## config.mk

```make
export PLATFORM = sky130hd
export DESIGN_NAME = fdkcam_cell
export DESIGN_NICKNAME = d
export VERILOG_FILES = /design/src/rtl/fdkcam_pkg.sv /design/src/rtl/fdkcam_cell.sv
export SDC_FILE = /design/constraint.sdc
export NUM_CORES = 1
export LEC_CHECK = 0
export ABC_AREA = 1
export BUFFER_PORTS_ARGS = -buffer_cell sky130_fd_sc_hd__buf_2
export CELL_PAD_IN_SITES_DETAIL_PLACEMENT = 0
export CELL_PAD_IN_SITES_GLOBAL_PLACEMENT = 2
export CORE_MARGIN = 4
export CORE_UTILIZATION = 30
export CTS_BUF_LIST = sky130_fd_sc_hd__clkbuf_16
export DETAILED_ROUTE_END_ITERATION = 8
export GPL_TIMING_DRIVEN = 0
export PLACE_DENSITY = 0.73
export SLEW_MARGIN = 15
export SYNTH_ARGS = -nofsm -noshare
export SYNTH_HDL_FRONTEND = slang
export SYNTH_SLANG_ARGS = --single-unit
```

## constraint.sdc

```tcl
create_clock -name clock -period 18 [get_ports clock]
set_input_delay 3.6 -clock clock [delete_from_list [all_inputs] [get_ports clock]]
set_output_delay 3.6 -clock clock [all_outputs]
set_load 0.02 [all_outputs]
```

## src/rtl/fdkcam_pkg.sv

```systemverilog
package fdkcam_pkg;

   localparam int ENTRIES      = 16;
   localparam int UNIT_ID_BITS = 64;
   localparam int KEY_ID_BITS  = 64;
   localparam int ADDRESS_BITS = 64;

   localparam int PORT_BITS  = 64;
   localparam int SLOT_BITS  = $clog2(ENTRIES);
   localparam int COUNT_BITS = $clog2(ENTRIES + 1);
   localparam int CFG_BITS   = 5;
   localparam int WIDE_BITS  = (COUNT_BITS > CFG_BITS) ? COUNT_BITS : CFG_BITS;

   localparam int CSR_ADDR_BITS = 3;
   localparam int CSR_DATA_BITS = 32;
   localparam int REG_ENTRIES_IN_USE = 0;
   localparam logic [CFG_BITS-1:0] ENTRIES_IN_USE_RESET = CFG_BITS'(16);

   localparam logic [1:0] OP_INSERT      = 2'd0;
   localparam logic [1:0] OP_LOOKUP_UNIT = 2'd1;
   localparam logic [1:0] OP_LOOKUP_KEY  = 2'd2;

   // one request travelling down the row of cells
   typedef struct packed {
      logic                    valid;
      logic [1:0]              op;
      logic [UNIT_ID_BITS-1:0] uid;
      logic [KEY_ID_BITS-1:0]  kid;
      logic [ADDRESS_BITS-1:0] addr;
      logic [SLOT_BITS-1:0]    slot;
      logic [COUNT_BITS-1:0]   scan_n;
      logic                    hit;
      logic [ADDRESS_BITS-1:0] found;
   } token_type;

endpackage

```

## src/rtl/fdkcam_cell.sv

```systemverilog
module fdkcam_cell (
   input  logic                                  clock,
   input  logic                                  reset,
   input  logic                                  advance,
   input  logic [fdkcam_pkg::SLOT_BITS-1:0]      cell_index,
   input  fdkcam_pkg::token_type                 prev_tok,
   output fdkcam_pkg::token_type                 next_tok
);

   logic [fdkcam_pkg::UNIT_ID_BITS-1:0] uid_ff;
   logic [fdkcam_pkg::KEY_ID_BITS-1:0]  kid_ff;
   logic [fdkcam_pkg::ADDRESS_BITS-1:0] addr_ff;
   fdkcam_pkg::token_type               tok_ff;
   fdkcam_pkg::token_type               tok_in;

   logic is_lookup;
   logic in_range;
   logic match;
   logic write_en;

   assign is_lookup = (prev_tok.op == fdkcam_pkg::OP_LOOKUP_UNIT) ||
                      (prev_tok.op == fdkcam_pkg::OP_LOOKUP_KEY);
   // only slots below the fill count at entry hold data
   assign in_range  = fdkcam_pkg::COUNT_BITS'(cell_index) < prev_tok.scan_n;
   assign match     = (prev_tok.op == fdkcam_pkg::OP_LOOKUP_UNIT) ?
                      (uid_ff == prev_tok.uid) : (kid_ff == prev_tok.kid);
   assign write_en  = advance && prev_tok.valid &&
                      (prev_tok.op == fdkcam_pkg::OP_INSERT) &&
                      (prev_tok.slot == cell_index);

   always_comb begin
      tok_in = prev_tok;
      // first match in index order wins: later cells see hit already set
      if (is_lookup && !prev_tok.hit && in_range && match) begin
         tok_in.hit   = 1'b1;
         tok_in.found = addr_ff;
      end
   end

   always_ff @(posedge clock) begin
      if (write_en) begin
         uid_ff  <= prev_tok.uid;
         kid_ff  <= prev_tok.kid;
         addr_ff <= prev_tok.addr;
      end
   end

   always_ff @(posedge clock) begin
      if (reset) begin
         tok_ff.valid <= 1'b0;
      end else if (advance) begin
         tok_ff <= tok_in;
      end
   end

   assign next_tok = tok_ff;

endmodule

```

==> impl_metrics.env <==
export IMPL_grt_usage_pct=14.7
export IMPL_max_slew_margin_pct=56.3
export IMPL_cts_sinks=461
export IMPL_dr_pass1_iters=5
export IMPL_drt_wl_total_um=47000
export IMPL_worstSetupStartpointType="primary input"
export IMPL_maxCapViolCount=0
export IMPL_via_per_inst=4.20
export IMPL_area_growth_pct=32.7
export IMPL_fin_util_pct=40.5
export IMPL_cts_buffers=50
export IMPL_finalPower_mw=2.44
export IMPL_ys_flop_type="edfxtp_1"
export IMPL_cp_end_kind="flip-flop"
export IMPL_cts_setup_buffers=0
export IMPL_cp_max_fo=11
export IMPL_ys_seq_area_share_pct=79.6
export IMPL_layout_drive_gt1_share_pct=35.7
export IMPL_fp_dieW_um=249
export IMPL_synthAdderAreaFrac_pct=0.360
export IMPL_numPortBuffers=544
export IMPL_initial_utilization_pct=30.5
export IMPL_yosysTopAreaCell="edfxtp_1"
export IMPL_grt_ovfl_total=0
export IMPL_synth_top_cells_by_area="edfxtp_1 79%, nand2_1 7.1%, nor2_1 3.3%"
export IMPL_synthCells=1236
export IMPL_yosys_warnings=0
export IMPL_synth_distinct_cells=22
export IMPL_io_pins=545
export IMPL_cp_required_ps=18300
export IMPL_cts_hold_buffers_added=0
export IMPL_finalSetupViolCount=0
export IMPL_grt_max_degree=34
export IMPL_leakage_nw=9.89
export IMPL_fmaxAchievable_ghz=0.168
export IMPL_status="completed"
export IMPL_fin_crit_sh_pct=33.0
export IMPL_cts_path_max_buffers=3
export IMPL_ff2ff_path_depth=12
export IMPL_vdd_ir_drop_worst_uv=61.3
export IMPL_antenna_found_initial=8
export IMPL_grt_pass1_vias=11300
export IMPL_worstPathArrival_ps=6240
export IMPL_final_nets=2145
export IMPL_startpoint="prev_tok[267]"
export IMPL_syn_area_um2=17400
export IMPL_htreeDepth=2
export IMPL_syn_nets=1517
export IMPL_report_final_hold_viol_count=0
export IMPL_synth_compound_area_share_pct=0.266
export IMPL_tns_ps=0
export IMPL_wire_per_inst_um=17.6
export IMPL_die_area_um2=61900
export IMPL_fin_crit_ps=5940
export IMPL_synth_top_family_by_area="simple AND/OR/NAND/NOR gates"
export IMPL_rsz0062_at_grt="false"
export IMPL_root_buffer="clkbuf_16"
export IMPL_synth_most_common_cell="edfxtp_1"
export IMPL_synth_seq_cells=461
export IMPL_post_dp_cell_area_um2=21500
export IMPL_yosys_area_share_simple_pct=12.9
export IMPL_hold_class="flip-flop to flip-flop"
export IMPL_num_vias=11200
export IMPL_slew_viol_final=0
export IMPL_final_design_area_no_fill_um2=23100
export IMPL_path_class="primary input to flip-flop"
export IMPL_dp_hpwl_um=37000
export IMPL_finalClockSkew_ps=27.5
export IMPL_rr_startpoint="kid_ff[63]"
export IMPL_globalplace_congestion=0.806
export IMPL_fillers=5411
export IMPL_rows=87
export IMPL_die_h_um=249
export IMPL_drc=0
export IMPL_hold_depth=2
export IMPL_power_density_nw_per_um2=106
export IMPL_clock_latency_ps=590
export IMPL_cts_tree="done"
export IMPL_worst_pin_slew_ps=654
export IMPL_cts_resized=0
export IMPL_async_flop_share_pct=0
export IMPL_synth_avg_cell_area_um2=14.1
export IMPL_synth_top_area_share_pct=79.4
export IMPL_yosys_mux_area_fraction_pct=0
export IMPL_grt_pass1_wl_um=70500
export IMPL_ant_nets=0
export IMPL_min_from="next_tok[268]"
export IMPL_cts_clk_slew_worst_paths_ps=60
export IMPL_synthTopCellsByCount="460 x edfxtp_1, 331 x nand2_1, 152 x nor2_1"
export IMPL_drtIter0Drc=577
export IMPL_design_core_area_um2=56900
export IMPL_synth_edff_count=460
export IMPL_synth_xor_area_share_pct=2.82
-- layer usage --
layer	GRT usage, %	wire, um	share of wire, %
met3	4.41	3330	7.1
met5	0	34	0.072
met1	18.1	19200	41
met4	3.70	867	1.8
met2	25.5	23500	50
-- metrics by stage --
stage / hold slack [ps] / setup slack [ps] / std cells
5_1_grt: 495 / 11820 / 2661
2_1_floorplan: 530 / 100 / 1236
3_5_place_dp: 459 / 11360 / 2568
4_1_cts: 471 / 12010 / 2659
6_report: 469 / 12060 / 2664
3_3_place_gp: 441 / -7290 / 2536
-- worst max-delay path, stage by stage --
cell and delay [ps]:
buf_2 120, inv_1 70, ha_1 190, o2111ai_1 140, nor3_2 410, buf_4 260, buf_6 170, buf_4 200
buf_4 220, buf_6 170, buf_6 150, buf_4 200, buf_6 170, buf_6 160
-- cells in the final DEF, fill, tap and decap left out, drive strengths merged, types with 4 or more instances in the layout --
| cell | netlist | layout |
|---|---|---|
| ha | 5 | 5 |
| inv | 128 | 141 |
| xor2 | 56 | 56 |
| clkinv | 0 | 22 |
| nand4 | 64 | 64 |
| nor2 | 152 | 152 |
| a21oi | 4 | 4 |
| clkbuf | 1 | 51 |
| bufinv | 0 | 5 |
| nand2 | 332 | 332 |
| edfxtp | 460 | 460 |
| buf | 27 | 603 |
| diode | 0 | 5 |
-- cells by family (layout without fill, tap and decap cells) --
kind of cell | Yosys count | in the layout
fa+ha+maj | 5 | 5
buf+inv | 156 | 823
other cells | 0 | 5
compound gates | 7 | 7
flops | 461 | 461
simple gates | 551 | 551
xor+xnor | 56 | 56
-- path summary, 6_finish.rpt --
path,endpoint,slack (ps)
worst max register to register,next_tok[58],15650
worst min-delay path,next_tok[268],470
worst max-delay path,kid_ff[13],12060
worst min register to register,next_tok[268],470
-- registers in the layout (all words and copies together) (netlist names) --
| name | count |
|---|---|
| addr_ff | 64 |
| next_tok | 269 |
| kid_ff | 64 |
| uid_ff | 64 |
-- power by group --
part | switching (mW) | internal, mW
registers | 0.0103 | 1.23
clock network | 0.419 | 0.576
logic | 0.135 | 0.0698
total | 0.564 | 1.87
-- layout make-up --
class | instances | area [um2] | share of cell area, %
Antenna cell | 5 | 12.5 | 0.0542
Buffer | 28 | 234 | 1.01
Clock buffer | 50 | 1250 | 5.42
Clock inverter | 41 | 328 | 1.42
Inverter | 128 | 480 | 2.08
Multi-Input combinational cell | 619 | 2850 | 12.4
Sequential cell | 461 | 13800 | 60.0
Tap cell | 756 | 946 | 4.10
Timing Repair Buffer | 576 | 3140 | 13.6
(Power assumes the default switching activity.)
